### src/hdl/gf2ppt_pkg.sv
package gf2ppt_pkg;

    // fixed field widths
    localparam int POLY_W = 24;
    localparam int LEN_W  = 5;

    // poly_length after reset
    localparam logic [LEN_W-1:0] LEN_RESET = 5'd24;

    // smallest odd trial divisor
    localparam int FIRST_DIVISOR = 3;

    // command from the sequencer to an iterative unit
    typedef struct packed {
        logic load;   // restart the unit
        logic step;   // advance one iteration
    } t_unit_cmd;

    // status back from an iterative unit
    typedef struct packed {
        logic done;   // no iterations left
        logic hit;    // exact division / state came back to 1
    } t_unit_sts;

endpackage

### src/hdl/gf2ppt_div.sv
// Trial divisor test, one elimination step per cycle while step is set (LSB first).
module gf2ppt_div
    import gf2ppt_pkg::*;
#(
    parameter int DW = 24
) (
    input  logic          i_clk,
    input  t_unit_cmd     i_cmd,
    input  logic [DW-1:0] i_poly,
    input  logic [DW-1:0] i_divisor,
    input  logic [DW:0]   i_len_lim,
    output t_unit_sts     o_sts
);

    logic [DW-1:0] r_val;
    logic [DW:0]   r_lim;
    logic [DW-1:0] n_val;
    logic          w_more;

    // keep going while the divisor still fits under the shrinking limit
    assign w_more = ({1'b0, i_divisor} < r_lim);
    assign n_val  = (r_val ^ (r_val[0] ? i_divisor : '0)) >> 1;

    always_ff @(posedge i_clk) begin
        if (i_cmd.load) begin
            r_val <= i_poly;
            r_lim <= i_len_lim;
        end else if (i_cmd.step && w_more) begin
            r_val <= n_val;
            r_lim <= r_lim >> 1;
        end
    end

    assign o_sts.done = !w_more;
    assign o_sts.hit  = (r_val == '0);

endmodule

### src/hdl/gf2ppt_lfsr.sv
// Fibonacci LFSR period walk, one shift per cycle while step is set.
module gf2ppt_lfsr
    import gf2ppt_pkg::*;
#(
    parameter int DW = 24
) (
    input  logic             i_clk,
    input  t_unit_cmd        i_cmd,
    input  logic [DW-1:0]    i_taps,
    input  logic [LEN_W-1:0] i_deg,
    output t_unit_sts        o_sts
);

    logic [DW-2:0] r_s;
    logic [DW-2:0] r_k;
    logic          r_hit;

    logic [DW-1:0] w_pow;
    logic [DW-2:0] w_steps;
    logic [DW-2:0] w_smask;
    logic [DW-1:0] w_t;
    logic          w_fb;
    logic [DW-2:0] n_s;

    assign w_pow   = DW'(1) << i_deg;
    assign w_steps = (DW-1)'(w_pow - DW'(2));
    assign w_smask = (DW-1)'(w_pow - DW'(1));

    assign w_t  = {r_s, 1'b0};
    assign w_fb = ^(w_t & i_taps);
    assign n_s  = (w_t[DW-2:0] | (DW-1)'(w_fb)) & w_smask;

    always_ff @(posedge i_clk) begin
        if (i_cmd.load) begin
            r_s   <= (DW-1)'(1);
            r_k   <= w_steps;
            r_hit <= 1'b0;
        end else if (i_cmd.step && (r_k != '0)) begin
            r_s   <= n_s;
            r_k   <= r_k - (DW-1)'(1);
            r_hit <= (n_s == (DW-1)'(1));
        end
    end

    assign o_sts.done = (r_k == '0);
    assign o_sts.hit  = r_hit;

endmodule

### src/hdl/gf2_primitive_polynomial_test_unit.sv
// GF(2) primitive polynomial tester. Each transfer on the input channel
// carries one candidate polynomial (bit k = coefficient of x^k); bits at
// poly_length and above are ignored, and the degree is poly_length - 1.
// One result transfer follows per input: irreducible is set when the
// constant term is 1, the top coefficient is 1, and no odd trial divisor
// d, 3 <= d < 2^ceil(poly_length/2), divides the polynomial exactly;
// primitive_res is set when it is irreducible and a Fibonacci LFSR started
// at state 1 (taps = coefficients 1..deg) does not come back to 1 within
// 2^deg - 2 shifts. A poly_length outside 2..DW (DW is the smaller of
// MAX_LENGTH and POLY_W), a clear top bit or a clear constant term gives 0
// on both flags. Items are handled one at a time: o_ready is high only
// between items. After the input transfer the item goes through a check,
// the trial division unit, one divisor after another, then the LFSR walk,
// one shift per cycle, and a push into the output register. At
// poly_length 24 almost all of the time for a primitive polynomial goes
// to the LFSR walk. The finished result sits in an output register, so the
// next item may be taken while it waits. The user must write poly_length
// through i_cfg_we / i_cfg_data between items only; the block itself does
// not enforce this. It resets to 24.
module gf2_primitive_polynomial_test_unit
    import gf2ppt_pkg::*;
#(
    parameter int MAX_LENGTH = 24
) (
    input  logic              i_clk,
    input  logic              i_rst_n,
    // configuration
    input  logic              i_cfg_we,
    input  logic [LEN_W-1:0]  i_cfg_data,
    // input channel
    input  logic              i_valid,
    output logic              o_ready,
    input  logic [POLY_W-1:0] i_polynomial,
    // result channel
    output logic              o_valid,
    input  logic              i_ready,
    output logic              o_irreducible,
    output logic              o_primitive_res
);

    // datapath width: no result can be nonzero beyond the input field width
    localparam int DW = (MAX_LENGTH < POLY_W) ? MAX_LENGTH : POLY_W;

    // sequencer states
    localparam logic [2:0] S_IDLE  = 3'd0;
    localparam logic [2:0] S_CHECK = 3'd1;
    localparam logic [2:0] S_DIV   = 3'd2;
    localparam logic [2:0] S_LFSR  = 3'd3;
    localparam logic [2:0] S_PUSH  = 3'd4;

    logic [2:0]       r_state, n_state;
    logic [LEN_W-1:0] r_cfg_len;
    logic [LEN_W-1:0] r_len, n_len;
    logic [DW-1:0]    r_raw, n_raw;
    logic [DW-1:0]    r_div, n_div;
    logic             r_irr, n_irr;
    logic             r_prim, n_prim;
    logic             r_out_valid, n_out_valid;
    logic             r_out_irr, n_out_irr;
    logic             r_out_prim, n_out_prim;

    // derived values; all but w_div_next and w_div_more are stable while the item is worked on
    logic [DW:0]      w_len_lim;
    logic [DW-1:0]    w_lmask;
    logic [DW-1:0]    w_p;
    logic             w_len_ok;
    logic             w_topbit;
    logic [LEN_W-1:0] w_half;
    logic [DW:0]      w_top;
    logic [DW:0]      w_div_next;
    logic             w_div_more;
    logic             w_first_more;
    logic [LEN_W-1:0] w_deg;
    logic [DW-1:0]    w_taps;

    t_unit_cmd        div_cmd, lfsr_cmd;
    t_unit_sts        div_sts, lfsr_sts;

    assign w_len_ok     = (r_len >= LEN_W'(2)) && (r_len <= LEN_W'(DW));
    assign w_len_lim    = (DW+1)'(1) << r_len;
    assign w_lmask      = DW'(w_len_lim - (DW+1)'(1));
    assign w_p          = r_raw & w_lmask;
    assign w_topbit     = |(w_p & DW'(w_len_lim >> 1));
    // trial divisors run below 2^ceil(len/2)
    assign w_half       = LEN_W'(((LEN_W+1)'(r_len) + (LEN_W+1)'(1)) >> 1);
    assign w_top        = (DW+1)'(1) << w_half;
    assign w_div_next   = (DW+1)'(r_div) + (DW+1)'(2);
    assign w_div_more   = (w_div_next < w_top);
    assign w_first_more = ((DW+1)'(FIRST_DIVISOR) < w_top);
    assign w_deg        = r_len - LEN_W'(1);
    assign w_taps       = w_p & ~DW'(1);

    gf2ppt_div #(.DW(DW)) u_div (
        .i_clk     (i_clk),
        .i_cmd     (div_cmd),
        .i_poly    (w_p),
        .i_divisor (r_div),
        .i_len_lim (w_len_lim),
        .o_sts     (div_sts)
    );

    gf2ppt_lfsr #(.DW(DW)) u_lfsr (
        .i_clk  (i_clk),
        .i_cmd  (lfsr_cmd),
        .i_taps (w_taps),
        .i_deg  (w_deg),
        .o_sts  (lfsr_sts)
    );

    always_comb begin
        n_state     = r_state;
        n_len       = r_len;
        n_raw       = r_raw;
        n_div       = r_div;
        n_irr       = r_irr;
        n_prim      = r_prim;
        n_out_valid = r_out_valid & ~i_ready;
        n_out_irr   = r_out_irr;
        n_out_prim  = r_out_prim;
        div_cmd     = '0;
        lfsr_cmd    = '0;
        unique case (r_state)
            S_IDLE: begin
                if (i_valid) begin
                    n_raw   = DW'(i_polynomial);
                    n_len   = r_cfg_len;
                    n_state = S_CHECK;
                end
            end
            S_CHECK: begin
                n_irr  = 1'b0;
                n_prim = 1'b0;
                n_div  = DW'(FIRST_DIVISOR);
                if (!w_len_ok || !w_topbit || !w_p[0]) begin
                    n_state = S_PUSH;
                end else if (w_first_more) begin
                    div_cmd.load = 1'b1;
                    n_state      = S_DIV;
                end else begin
                    // no divisors to try (degree one)
                    n_irr         = 1'b1;
                    lfsr_cmd.load = 1'b1;
                    n_state       = S_LFSR;
                end
            end
            S_DIV: begin
                if (!div_sts.done) begin
                    div_cmd.step = 1'b1;
                end else if (div_sts.hit) begin
                    // exact factor found
                    n_state = S_PUSH;
                end else begin
                    n_div = DW'(w_div_next);
                    if (w_div_more) begin
                        div_cmd.load = 1'b1;
                    end else begin
                        n_irr         = 1'b1;
                        lfsr_cmd.load = 1'b1;
                        n_state       = S_LFSR;
                    end
                end
            end
            S_LFSR: begin
                if (lfsr_sts.hit) begin
                    // short period
                    n_state = S_PUSH;
                end else if (lfsr_sts.done) begin
                    n_prim  = 1'b1;
                    n_state = S_PUSH;
                end else begin
                    lfsr_cmd.step = 1'b1;
                end
            end
            S_PUSH: begin
                if (!r_out_valid || i_ready) begin
                    n_out_valid = 1'b1;
                    n_out_irr   = r_irr;
                    n_out_prim  = r_prim;
                    n_state     = S_IDLE;
                end
            end
            default: begin
                n_state = S_IDLE;
            end
        endcase
    end

    always_ff @(posedge i_clk) begin
        if (!i_rst_n) begin
            r_state     <= S_IDLE;
            r_out_valid <= 1'b0;
            r_cfg_len   <= LEN_RESET;
        end else begin
            r_state     <= n_state;
            r_out_valid <= n_out_valid;
            if (i_cfg_we) begin
                r_cfg_len <= i_cfg_data;
            end
        end
    end

    always_ff @(posedge i_clk) begin
        r_len      <= n_len;
        r_raw      <= n_raw;
        r_div      <= n_div;
        r_irr      <= n_irr;
        r_prim     <= n_prim;
        r_out_irr  <= n_out_irr;
        r_out_prim <= n_out_prim;
    end

    assign o_ready         = (r_state == S_IDLE);
    assign o_valid         = r_out_valid;
    assign o_irreducible   = r_out_irr;
    assign o_primitive_res = r_out_prim;

`ifndef NO_ASSERTIONS
    a_prim_needs_irr: assert property (@(posedge i_clk) disable iff (!i_rst_n)
        o_valid |-> (!o_primitive_res || o_irreducible))
        else $error("primitive flagged without irreducible");

    a_busy_after_take: assert property (@(posedge i_clk) disable iff (!i_rst_n)
        (i_valid && o_ready) |=> !o_ready)
        else $error("second item taken while one is in work");

    a_div_odd: assert property (@(posedge i_clk) disable iff (!i_rst_n)
        (r_state == S_DIV) |-> r_div[0])
        else $error("even trial divisor");

    a_result_from_push: assert property (@(posedge i_clk) disable iff (!i_rst_n)
        (o_valid && !$past(o_valid)) |-> ($past(r_state) == S_PUSH))
        else $error("result appeared outside the push state");
`endif

endmodule
### config.mk
export PLATFORM = sky130hd
export DESIGN_NAME = gf2_primitive_polynomial_test_unit
export DESIGN_NICKNAME = d
export VERILOG_FILES = /design/src/hdl/gf2ppt_pkg.sv /design/src/hdl/gf2ppt_div.sv /design/src/hdl/gf2ppt_lfsr.sv /design/src/hdl/gf2_primitive_polynomial_test_unit.sv
export SDC_FILE = /design/constraint.sdc
export NUM_CORES = 1
export LEC_CHECK = 0
export ABC_CLOCK_PERIOD_IN_PS = 6500
export BUFFER_PORTS_ARGS = -buffer_cell sky130_fd_sc_hd__clkbuf_2
export CORE_MARGIN = 2
export CORE_UTILIZATION = 45
export CTS_CLUSTER_SIZE = 24
export DETAILED_ROUTE_END_ITERATION = 8
export HOLD_SLACK_MARGIN = 0.03
export SLEW_MARGIN = 5
export SYNTH_ARGS = -nofsm -noshare
export SYNTH_HDL_FRONTEND = slang
export SYNTH_SLANG_ARGS = --single-unit
### constraint.sdc
create_clock -name i_clk -period 6.5 [get_ports i_clk]
set_input_delay 0.65 -clock i_clk [delete_from_list [all_inputs] [get_ports i_clk]]
set_output_delay 0.65 -clock i_clk [all_outputs]
set_load 0.005 [all_outputs]
After elaboration in Yosys (flattened, before gate mapping)
Cells that the tools add are included.
- register bits after elaboration: 162
- bits of input ports: 34
- add/subtract/negate cells: 7
- $lt $le $gt $ge: 5
- eq/ne operators: 14
- shift operators: 3
- muxes and demuxes: 46
- bitwise operators: 8
- reduce and logical (&&, ||, !) cells: 26
- operators by type and width (cell ; number):
    24-bit two-way mux ; 5
    24-bit bitwise AND ; 3
    25-bit two-way mux ; 2
    1-bit by 5-bit left shift with 25-bit output (first input constant) ; 2
    24-bit one-hot mux with 2 select lines ; 1
    23-bit two-way mux ; 2
    23-bit by 1-bit subtractor with 23-bit output (second input constant) ; 2
    24-bit by 2-bit adder with 25-bit output (second input constant) ; 1
    2-bit by 25-bit less-than comparator with 1-bit output (first input constant) ; 1
    24-bit by 25-bit less-than comparator with 1-bit output ; 1
    25-bit less-than comparator ; 1
    24-bit logical NOT ; 1
    3-bit two-way mux ; 8
    24-bit OR reduction ; 1
    24-bit parity ; 1
    24-bit by 1-bit subtractor with 24-bit output (second input constant) ; 1
    24-bit bitwise XOR ; 1
    23-bit bitwise AND ; 1
    23-bit by 1-bit == test with 1-bit output (second input constant) ; 1
    23-bit logical NOT ; 1
    1-bit two-way mux ; 23
    23-bit by 1-bit OR with 23-bit output ; 1
    23-bit nonzero test ; 1
    1-bit by 5-bit left shift with 23-bit output (first input constant) ; 1
    24 further kinds ; 46

Logic depth before layout (Yosys ltp)
Gate-level depths: netlist (run 1).
- depth after elaboration: 11
- depth in mapped cells: 21

Cells and area by module
Synthesis (run 1) repeated with hierarchy kept, for this count alone.
- cell total of the unflattened synthesis: 1352
- area, all modules: 11793.8 um^2
- modules (own cells, without submodules) (module ; instances ; cells each ; area each (um^2) ; sequential area each (um^2)):
    gf2_primitive_polynomial_test_unit ; 1 ; 578 ; 5266.3 ; 1861.8
    gf2ppt_lfsr ; 1 ; 480 ; 3629.7 ; 1171.1
    gf2ppt_div ; 1 ; 294 ; 2897.8 ; 1471.4

Worst setup path after synthesis (run 1)
OpenSTA, ideal clock, no wires.
- path type: reg2reg
- from: reg r_len[1]
- to: reg u_div.r_lim[10], enable pin
- data arrival time: 5.162 ns
- data required time: 5.912 ns
- slack: 0.749 ns
- cell stages (with the launch flop): 19
- path buffers: 4
- cell sequence: edfxtp_1 clkbuf_1 inv_1 ha_1 clkbuf_1 or4b_2 ha_1 nor2b_1 a22oi_1 buf_2 or2_2 nor2_1 xnor2_1 a32o_1 or4_4 o21ai_4 o21ai_2 buf_2 nand2b_1
- cells in the longest elaborated chain, start to end: 11
- elaborated cells on any way between the ends: 24
- those cells by class: add/sub: 2; order compare: 4; shift: 2; mux: 6; bitwise: 2; reduce/logical: 8
- ends and longest elaborated chain (item ; line ; text):
    start: declaration ; gf2_primitive_polynomial_test_unit.sv:53 ; logic [LEN_W-1:0] r_len, n_len;
    start signal: assignment ; gf2_primitive_polynomial_test_unit.sv:203 ; r_len <= n_len;
    1-bit by 5-bit left shift with 25-bit output ; gf2_primitive_polynomial_test_unit.sv:80 ; assign w_len_lim = (DW+1)'(1) << r_len;
    24-bit by 1-bit subtractor with 24-bit output ; gf2_primitive_polynomial_test_unit.sv:81 ; assign w_lmask = DW'(w_len_lim - (DW+1)'(1));
    24-bit bitwise AND ; gf2_primitive_polynomial_test_unit.sv:82 ; assign w_p = r_raw & w_lmask;
    24-bit bitwise AND ; gf2_primitive_polynomial_test_unit.sv:83 ; assign w_topbit = |(w_p & DW'(w_len_lim >> 1));
    24-bit OR reduction ; gf2_primitive_polynomial_test_unit.sv:83 ;
    1-bit logical NOT ; gf2_primitive_polynomial_test_unit.sv:134 ; if (!w_len_ok || !w_topbit || !w_p[0]) begin
    1-bit logical OR (2 in series) ; gf2_primitive_polynomial_test_unit.sv:134 ;
    1-bit two-way mux ; gf2_primitive_polynomial_test_unit.sv:134 ;
    1-bit one-hot mux with 2 select lines * ; gf2_primitive_polynomial_test_unit.sv:122 ; unique case (r_state)
    2-bit nonzero test (no source line) * ; n/a ;
    end signal: assignment ; gf2ppt_div.sv:27 ; r_lim <= i_len_lim;
    end signal: assignment ; gf2ppt_div.sv:30 ; r_lim <= r_lim >> 1;
    end: declaration ; gf2ppt_div.sv:16 ; logic [DW:0] r_lim;
Every way passes the cells marked *; elsewhere a longest branch is shown, timed or not.
A chain may end at the register's enable or synchronous reset.

Final worst setup path (run 1)
- from: reg r_len[2]
- to: reg u_lfsr.r_k[22], data pin
- cells in the longest elaborated chain, start to end: 11
- elaborated cells on any way between the ends: 27
- those cells by class: add/sub: 4; order compare: 4; shift: 3; mux: 7; bitwise: 2; reduce/logical: 7
- ends and longest elaborated chain (item ; line ; text):
    1-bit by 5-bit left shift with 25-bit output ; gf2_primitive_polynomial_test_unit.sv:80 ;
    24-bit by 1-bit subtractor with 24-bit output ; gf2_primitive_polynomial_test_unit.sv:81 ;
    24-bit bitwise AND ; gf2_primitive_polynomial_test_unit.sv:82 ;
    24-bit bitwise AND ; gf2_primitive_polynomial_test_unit.sv:83 ;
    24-bit OR reduction ; gf2_primitive_polynomial_test_unit.sv:83 ;
    1-bit logical NOT ; gf2_primitive_polynomial_test_unit.sv:134 ;
    1-bit logical OR (2 in series) ; gf2_primitive_polynomial_test_unit.sv:134 ;
    1-bit two-way mux ; gf2_primitive_polynomial_test_unit.sv:134 ;
    1-bit one-hot mux with 2 select lines ; gf2_primitive_polynomial_test_unit.sv:122 ;
    23-bit two-way mux * ; gf2ppt_lfsr.sv:34 ; if (i_cmd.load) begin
    end signal: assignment ; gf2ppt_lfsr.sv:36 ; r_k <= w_steps;
    end signal: assignment ; gf2ppt_lfsr.sv:40 ; r_k <= r_k - (DW-1)'(1);
    end: declaration ; gf2ppt_lfsr.sv:15 ; logic [DW-2:0] r_k;
Marked as above.

==> results of run 1 <==
-- cell type report --
cell class                      count  area (µm²)
Sequential cell                   160        4474
Fill cell                        2434       12580
Tap cell                          330       412.9
Inverter                           48       180.2
Timing Repair Buffer               56       327.8
Clock buffer                       17       425.4
Multi-Input combinational cell    974        6631
Clock inverter                     15       148.9
-- kinds of logic (layout without fill, tap and decap cells) --
logic type / count (synthesis) / in the layout / synth area share (%)
mux: 80 / 80 / 7.405
other cells: 1 / 4 / 0.03254
buf+inv: 109 / 136 / 3.974
flops: 160 / 160 / 38.83
compound gates: 237 / 237 / 13.76
fa+ha+maj: 60 / 60 / 6.515
xor+xnor: 103 / 103 / 8.686
simple gates: 490 / 490 / 20.80
-- Yosys cell counts, drive strengths merged (10+ instances only) --
| master | instances | area share (%) |
|---|---|---|
| a21o | 11 | 0.72 |
| a21oi | 58 | 2.6 |
| and2 | 26 | 1.4 |
| and3 | 17 | 0.92 |
| buf | 25 | 1.2 |
| clkbuf | 36 | 1.2 |
| dfxtp | 33 | 5.7 |
| edfxtp | 127 | 33 |
| ha | 60 | 6.5 |
| inv | 48 | 1.6 |
| mux2 | 21 | 2.3 |
| mux2i | 59 | 5.1 |
| nand2 | 134 | 4.4 |
| nand2b | 18 | 0.98 |
| nand3 | 54 | 2.3 |
| nand4 | 14 | 0.76 |
| nor2 | 111 | 3.6 |
| nor2b | 23 | 1.2 |
| nor3 | 36 | 1.6 |
| nor4 | 15 | 0.94 |
| o21a | 17 | 1.1 |
| o21ai | 54 | 2.5 |
| o22ai | 10 | 0.60 |
| or3 | 15 | 0.81 |
| xnor2 | 47 | 3.6 |
| xor2 | 49 | 3.7 |
-- where the power goes --
group	switching, mW	total [mW]	internal [mW]
Sequential	0.329	1.84	1.52
Clock	0.465	1.00	0.539
Combinational	1.32	2.16	0.842
-- worst max-delay path: cells and delay by family, from the launching register on --
family	cells	cell delay [ps]
simple gates	3	1210
fa+ha+maj	1	480
mux	1	110
flops	1	770
buf+inv	2	640
compound gates	6	1630
-- worst paths after layout --
check        slack [ps]               to  depth (start not counted)
max reg2reg        1360   u_lfsr.r_k[22]                         13
max                1360   u_lfsr.r_k[22]                         13
min                 380        r_raw[13]                          1
min reg2reg         430  o_primitive_res                          0
-- metal layers --
| metal | vias to the layer above | routed length (µm) | global-route usage [%] | share of wire (%) |
|---|---|---|---|---|
| li1 | 4531 | - | - | - |
| met1 | 4652 | 15180 | 35.52 | 45 |
| met2 | 296 | 16070 | 42.65 | 47 |
| met3 | 68 | 1837 | 3.232 | 5.4 |
| met4 | 0 | 977 | 8.373 | 2.9 |
| met5 | - | 0 | 0 | 0 |
-- state kept, by name, indices dropped and copies added, names as in the netlist --
register and count:
r_raw 24, r_irr 1, u_lfsr.r_hit 1, u_lfsr.r_k 23
o_irreducible 1, u_lfsr.r_s 23, r_cfg_len 5, r_state 3
u_div.r_val 24, u_div.r_lim 24, o_primitive_res 1, r_len 5
o_valid 1, r_prim 1, r_div 23
-- through the flow --
| step | cells | area [µm²] |
|---|---|---|
| finish | 1600 | 12600 |
| global route | 1600 | 12600 |
| CTS | 1600 | 12600 |
| detailed placement | 1568 | 12030 |
| global placement | 1568 | 12030 |
| floorplan | 1243 | 11530 |
==> results.toml, run 1 <==
[status]
outcome = "finished, final reports clean"

[cts]
cts.sink_count = 160
numCtsBuffers = 17
root_buffer = "clkbuf_16"
clkLatencyLatePin_ps = 450
cts_resized = 0
holdBufCountCts = 0
cts_htree_levels = 4
cts_buffer_depth = 2
cts_tree = "yes"
post_cts_buffers = 0
clk_pin_slew_ps = 80

[yosys]
avgSynthCellArea_um2 = 9.293
synth-edff-count = 127
synth_warnings = 0
synth_cell_type_count = 80
syn_inst = 1240
async_flop_share_pct = 0
ys_ff_latch = 160
ys.flop_type = "edfxtp_1"
netlist_area_mm2 = 0.01152
seq_area_frac_synth_pct = 38.83

[timing]
fin_tns_setup_ps = 0
period_needed_ps = 5138
rsz0062_at_grt = "no"
max_clock_freq_mhz = 194.6
finalCritPeriodShare_pct = 79.04
worst_slack_ps = 1362
timing.hold.ws_ps = 378.4
skew_ps = 18.82
worst_pin_slew_ps = 1101
hold_violations = 0
setup_viol = 0
slew_headroom_pct = 26.59
drv_slew = 0

[route]
vias_per_cell = 5.967
drc = 0
vias = 9547
wl_um = 34060
firstDrtPassIters = 5
drt_iter0_markers = 746
detail-route-antenna-nets = 0
post_drt_wl_per_cell_um = 21.29

[setup_path]
crit_type = "register to register"
required_ps = 6700
reg2reg_from = "r_len[2]"
start_kind = "register"
cp_max_fo = 25
crit_start = "r_len[2]"
cp-end-kind = "register"
arrival_ps = 5330
cpPeakStageDelay_ps = 770
cp_slowest_cell = "edfxtp_1"
crit_chain = "inv_1, ha_1, nor4_4, a21oi_1, or4_1, a21boi_0, a32oi_1, o221a_2, nand4_1, o21ai_4, o2bb2ai_4, buf_4, mux2i_1"

[placed_design]
io_buffers = 37
hpwl_um = 26220
finalWeightedCongestion = 1.004
pre_cts_ws_ps = 1388

[floorplanning]
die_x_um = 164.0
initial_core_util_pct = 45.76
placementRows = 58
die_area_mm2 = 0.02690
die_y_um = 164.0
core_mm2 = 0.02518
pin_count = 38

[layout]
drive_gt1_share_pct = 9.606
final_common_cell = "nand2_1"
fin_nets = 1351
antenna_cells = 0
final_util_pct = 50.04
syn2layout_area_growth_pct = 9.348
layout_common_cells = "134 x nand2_1, 127 x edfxtp_1, 111 x nor2_1, 60 x ha_1, 59 x mux2i_1"

[run]
maxCapViolCount = 0

[global_routing]
grt_pass1_vias = 9006
track_usage_pct = 25.92
grt_max_degree = 49
overflow = 0
antenna_found_initial = 0
grt_pass1_wl_um = 52330

[pwr]
cellLeakagePower_nw = 4.690
finalPower_mw = 5.008
peakVddDrop_uv = 205.2
pwr_density_cell_mw_per_mm2 = 397.4

[worst_hold_path]
hold_path.startpoint = "i_polynomial[13]"
worstHoldPathType = "input pin to register"
(Power assumes the default switching activity.)
==> run 2, diff against run 1 <==
--- a/config.mk
+++ b/config.mk
@@ -5,7 +5,7 @@
 export SDC_FILE = /design/constraint.sdc
 export NUM_CORES = 1
 export LEC_CHECK = 0
-export ABC_CLOCK_PERIOD_IN_PS = 6500
+export ABC_CLOCK_PERIOD_IN_PS = 4650
 export BUFFER_PORTS_ARGS = -buffer_cell sky130_fd_sc_hd__clkbuf_2
 export CORE_MARGIN = 2
 export CORE_UTILIZATION = 45
==> constraint.sdc (replaced) <==
create_clock -name i_clk -period 4.65 [get_ports i_clk]
set_input_delay 0.465 -clock i_clk [delete_from_list [all_inputs] [get_ports i_clk]]
set_output_delay 0.465 -clock i_clk [all_outputs]
set_load 0.005 [all_outputs]
==> run 2 against run 1 <==
Effect of this change:
- clock skew increased by 6.6 ps
- critical endpoint is now u_div.r_lim[13]
- combinational power is 55% higher
- count of clock-buffer cells in the layout is 2 higher
- sequential power is 34% higher
==> results.toml, run 2 (synthesis results as in run 1) <==
[placed_design]
dpl.cell_count = 1628
pre_cts_ws_ps = 43.06
finalWeightedCongestion = 1.037
io_buffers = 37
hpwl_um = 26390

[pwr]
cellLeakagePower_nw = 5.033
peakVddDrop_uv = 288.9
pwr_density_cell_mw_per_mm2 = 554.6

[global_routing]
antenna_found_initial = 0
track_usage_pct = 26.04
overflow = 0
grt_max_degree = 32
grt_pass1_wl_um = 53290
grt_pass1_vias = 9515

[timing]
drv_slew = 0
setup_viol = 0
slew_headroom_pct = 35.35
worst_pin_slew_ps = 962.8
hold_violations = 0
worst_slack_ps = 216.2
finalCritPeriodShare_pct = 95.35
period_needed_ps = 4434
skew_ps = 25.38
max_clock_freq_mhz = 225.5

[floorplanning]
initial_core_util_pct = 45.76
pin_count = 38
die_y_um = 164.0
die_x_um = 164.0
core_mm2 = 0.02518
die_area_mm2 = 0.02690
placementRows = 58

[layout]
final_util_pct = 52.52
fin_cells = 1663
final_common_cell = "nand2_1"
antenna_cells = 0
largestRegisters = "r_raw (24), u_div.r_lim (24), u_div.r_val (24)"
fill_cells = 2316
layout_common_cells = "134 x nand2_1, 127 x edfxtp_1, 109 x nor2_1, 78 x buf_4, 59 x mux2i_1"
fin_nets = 1414
syn2layout_area_growth_pct = 14.77
drive_gt1_share_pct = 14.85

[route]
drt_iter0_markers = 768
detail-route-antenna-nets = 0
wl_um = 34140
post_drt_wl_per_cell_um = 20.53
vias = 9816
drc = 0
firstDrtPassIters = 5
vias_per_cell = 5.903

[cts]
clkLatencyLatePin_ps = 440
cts_tree = "yes"
cts.sink_count = 160
cts_htree_levels = 4
cts_buffer_depth = 2
root_buffer = "clkbuf_16"
clk_pin_slew_ps = 70
numCtsBuffers = 17

[worst_hold_path]
whs_path_depth = 1
worstHoldPathType = "input pin to register"

[setup_path]
cp.depth = 16
crit_chain = "inv_2, ha_4, or4b_2, ha_2, nor2b_1, a22oi_1, buf_4, or2_2, nor2_1, xnor2_1, a32o_1, or4_4, o21ai_4, o21ai_4, buf_12, mux2_1"
arrival_ps = 4600
cp_slowest_cell = "or4b_2"
crit_type = "register to register"
required_ps = 4810
crit_family = "simple AND/OR/NAND/NOR gates"
r2r.worst_path.cells = 16
cpPeakStageDelay_ps = 650
cp.buffers_inverters = 3
cpMostUsedCell = "o21ai_4"
cp-end-kind = "register"
start_kind = "register"
cp_max_fo = 24

[status]
outcome = "finished, final reports clean"

[run]
maxCapViolCount = 0
-- run 2: changes by cell type in the layout (fill, tap and decap cells not counted), sizes merged --
cell / before / now
clkinvlp: 2 / 1
nand2b: 18 / 19
inv: 55 / 50
clkinv: 5 / 6
clkbuf: 54 / 56
bufinv: 1 / 4
buf: 19 / 81
-- run 2: power by group --
| part | total [mW] | internal [mW] | switching [mW] |
|---|---|---|---|
| combinational | 3.34 | 1.36 | 1.99 |
| clock | 1.53 | 0.902 | 0.625 |
| sequential | 2.46 | 2.11 | 0.352 |
| total | 7.34 | 4.37 | 2.96 |
-- run 2: path summary, 6_finish.rpt --
check	end	start	slack (ps)
setup reg to reg	u_div.r_lim[13]	r_len[1]	220
hold / removal	r_raw[7]	i_polynomial[7]	200
setup / recovery	u_div.r_lim[13]	r_len[1]	220
hold reg to reg	o_irreducible	r_irr	430
-- run 2: metal layers --
layer | GRT usage (%) | vias to the layer above | routed length, µm
met5 | 0 | - | 0
met4 | 11.56 | 0 | 1428
met3 | 3.965 | 82 | 1765
met2 | 44.21 | 349 | 16590
met1 | 32.83 | 4716 | 14360
li1 | - | 4669 | -
-- run 2: through the flow --
| step | instance area [µm²] | hold WS (ps) | total power [mW] | TNS, ps |
|---|---|---|---|---|
| 4_1_cts | 13150 | 195.2 | 7.282 | 0 |
| 2_1_floorplan | 11570 | 400.3 | 4.630 | 0 |
| 5_1_grt | 13230 | 184.9 | 7.781 | -36.44 |
| 6_report | 13230 | 195.9 | 7.335 | 0 |
| 3_3_place_gp | 12530 | 414.1 | 5.700 | 0 |
| 3_5_place_dp | 12530 | 416.3 | 5.744 | 0 |
-- run 2: layout make-up --
class	count	area, µm²	area share (%)
clock buffer	19	432.9	3.273
clock inverter	13	185.2	1.400
inverter	48	180.2	1.362
multi-input combinational	975	6718	50.79
sequential	160	4474	33.83
tap	330	412.9	3.122
timing repair buffer	118	822.0	6.216
-- run 2: timing repair --
action	CTS	global route
gates resized for setup	0	12
hold buffers	0	0
buffers inserted	0	2
setup endpoints to repair	0	159
-- run 2: worst register-to-register path: stages, from the launching register on --
cell and delay, ps:
edfxtp_1 400, inv_2 110, ha_4 130, or4b_2 650, ha_2 250, nor2b_1 130
a22oi_1 210, buf_4 200, or2_2 170, nor2_1 60, xnor2_1 160, a32o_1 230
or4_4 560, o21ai_4 290, o21ai_4 100, buf_12 180, mux2_1 350
==> run 3, diff against run 2 <==
--- a/config.mk
+++ b/config.mk
@@ -5,7 +5,7 @@
 export SDC_FILE = /design/constraint.sdc
 export NUM_CORES = 1
 export LEC_CHECK = 0
-export ABC_CLOCK_PERIOD_IN_PS = 4650
+export ABC_CLOCK_PERIOD_IN_PS = 4200
 export BUFFER_PORTS_ARGS = -buffer_cell sky130_fd_sc_hd__clkbuf_2
 export CORE_MARGIN = 2
 export CORE_UTILIZATION = 45
==> constraint.sdc (replaced) <==
create_clock -name i_clk -period 4.2 [get_ports i_clk]
set_input_delay 0.42 -clock i_clk [delete_from_list [all_inputs] [get_ports i_clk]]
set_output_delay 0.42 -clock i_clk [all_outputs]
set_load 0.005 [all_outputs]
==> run 3 against run 2 <==
Effect of this change:
- cell count grew 6.1%
- core utilization grew 4.8 points
- final area grew 9.2%
- register-to-register slack lost 200 ps
- via count grew 3.8%
- total power grew 19%
- routed wire length grew 8.1%
- critical endpoint unchanged
==> results.toml, run 3 (synthesis results as in run 1) <==
[status]
outcome = "finished, final reports clean"

[setup_path]
crit_chain = "buf_4, or4b_4, ha_4, nand2b_4, o32ai_2, a311o_1, a31oi_1, o211a_1, o221ai_2, or4_4, o21ai_4, o21ai_4, clkbuf_16, mux2_1"
start_kind = "register"
cp_max_fo = 6
crit_family = "simple AND/OR/NAND/NOR gates"
reg2reg_from = "r_len[2]"
cpPeakStageDelay_ps = 590
crit_start = "r_len[2]"
cpMostUsedCell = "o21ai_4"
cp-end-kind = "register"
arrival_ps = 4370
cp.buffers_inverters = 2
crit_type = "register to register"
cp.depth = 14
cp_slowest_cell = "or4_4"
required_ps = 4380
r2r.worst_path.cells = 14

[route]
post_drt_wl_per_cell_um = 20.91
detail-route-antenna-nets = 0
vias_per_cell = 5.772
drt_iter0_markers = 720
drc = 0
firstDrtPassIters = 5
vias = 10190
wl_um = 36900

[floorplanning]
die_x_um = 164.0
placementRows = 58
die_y_um = 164.0
initial_core_util_pct = 45.76
core_mm2 = 0.02518
pin_count = 38
die_area_mm2 = 0.02690

[pwr]
peakVddDrop_uv = 269.3
cellLeakagePower_nw = 5.647
pwr_density_cell_mw_per_mm2 = 603.8

[timing]
drv_slew = 0
finalCritPeriodShare_pct = 99.63
slew_headroom_pct = 42.43
timing.hold.ws_ps = 162.9
period_needed_ps = 4184
max_clock_freq_mhz = 239.0
worst_pin_slew_ps = 858.9
setup_viol = 0
skew_ps = 17.18
hold_violations = 0
worst_slack_ps = 15.63
rsz0062_at_grt = "yes"

[layout]
fin_area_mm2 = 0.01444
largestRegisters = "r_raw (24), u_div.r_lim (24), u_div.r_val (24)"
layout_common_cells = "160 x buf_4, 132 x nand2_1, 127 x edfxtp_1, 105 x nor2_1, 58 x mux2i_1"
antenna_cells = 0
syn2layout_area_growth_pct = 25.30
fin_nets = 1516
drive_gt1_share_pct = 24.18
final_common_cell = "buf_4"
final_util_pct = 57.34

[worst_hold_path]
hold_path.startpoint = "i_polynomial[19]"
worstHoldPathType = "input pin to register"
whs_path_depth = 1

[global_routing]
grt_pass1_wl_um = 55720
antenna_found_initial = 0
track_usage_pct = 27.47
grt_pass1_vias = 9763
overflow = 0
grt_max_degree = 36

[cts]
cts_buffer_depth = 2
numCtsBuffers = 17
clkLatencyLatePin_ps = 430
cts_htree_levels = 4
cts_tree = "yes"
clk_pin_slew_ps = 70
cts.sink_count = 160
root_buffer = "clkbuf_16"

[placed_design]
placed_area_mm2 = 0.01326
io_buffers = 37
pre_cts_ws_ps = 25.63
hpwl_um = 28450
finalWeightedCongestion = 0.9910

[run]
maxCapViolCount = 0
## run 3: cell count changes in the layout (fill, tap and decap cells not counted), moves of 4 or more
cell,previous run,this run
buf_4,78,160
inv_8,0,4
clkbuf_16,17,23
buf_6,1,8
mux2_1,13,3
buf_12,2,9
ha_1,57,52
mux2_4,7,17
nor2_1,109,105
ha_2,2,6
## run 3: report_power, final
group	total, mW	switching, mW	internal (mW)
combinational	4.41	2.45	1.96
clock	1.62	0.716	0.899
sequential	2.69	0.355	2.34
total	8.72	3.52	5.20
## run 3: final cells by class
| type | count | area [µm²] |
|---|---|---|
| flip-flops and latches | 160 | 4474 |
| fillers | 2262 | 10740 |
| clock inverters | 15 | 173.9 |
| inverters | 48 | 182.7 |
| multi-input cells | 974 | 6948 |
| repair buffers | 221 | 1822 |
| well taps | 330 | 412.9 |
| clock buffers | 17 | 425.4 |
## run 3: through the flow
stage	std cells	power, mW	setup TNS [ps]
floorplan	1243	5.156	-4568
global placement	1708	6.712	0
detailed placement	1708	6.761	0
CTS	1740	8.406	0
global route	1765	9.212	-7470
finish	1765	8.719	0
## run 3: layer usage
metal | up-vias | global-route usage [%] | wire, µm
li1 | 4862 | - | -
met1 | 4954 | 36.40 | 15880
met2 | 326 | 46.73 | 17960
met3 | 45 | 3.939 | 2147
met4 | 0 | 7.974 | 914
met5 | - | 0 | 0
## run 3: what timing repair did
item	4_1_cts	5_1_grt
gates resized for setup	0	72
pin swaps	1	20
buffers inserted	0	20
cloned	0	6
hold buffers	0	0
setup endpoints to repair	1	167
## run 3: worst paths after layout
kind                          end  slack [ps]
hold / removal          r_raw[19]         160
setup reg to reg  u_div.r_lim[13]          20
setup / recovery  u_div.r_lim[13]          20
hold reg to reg     o_irreducible         430
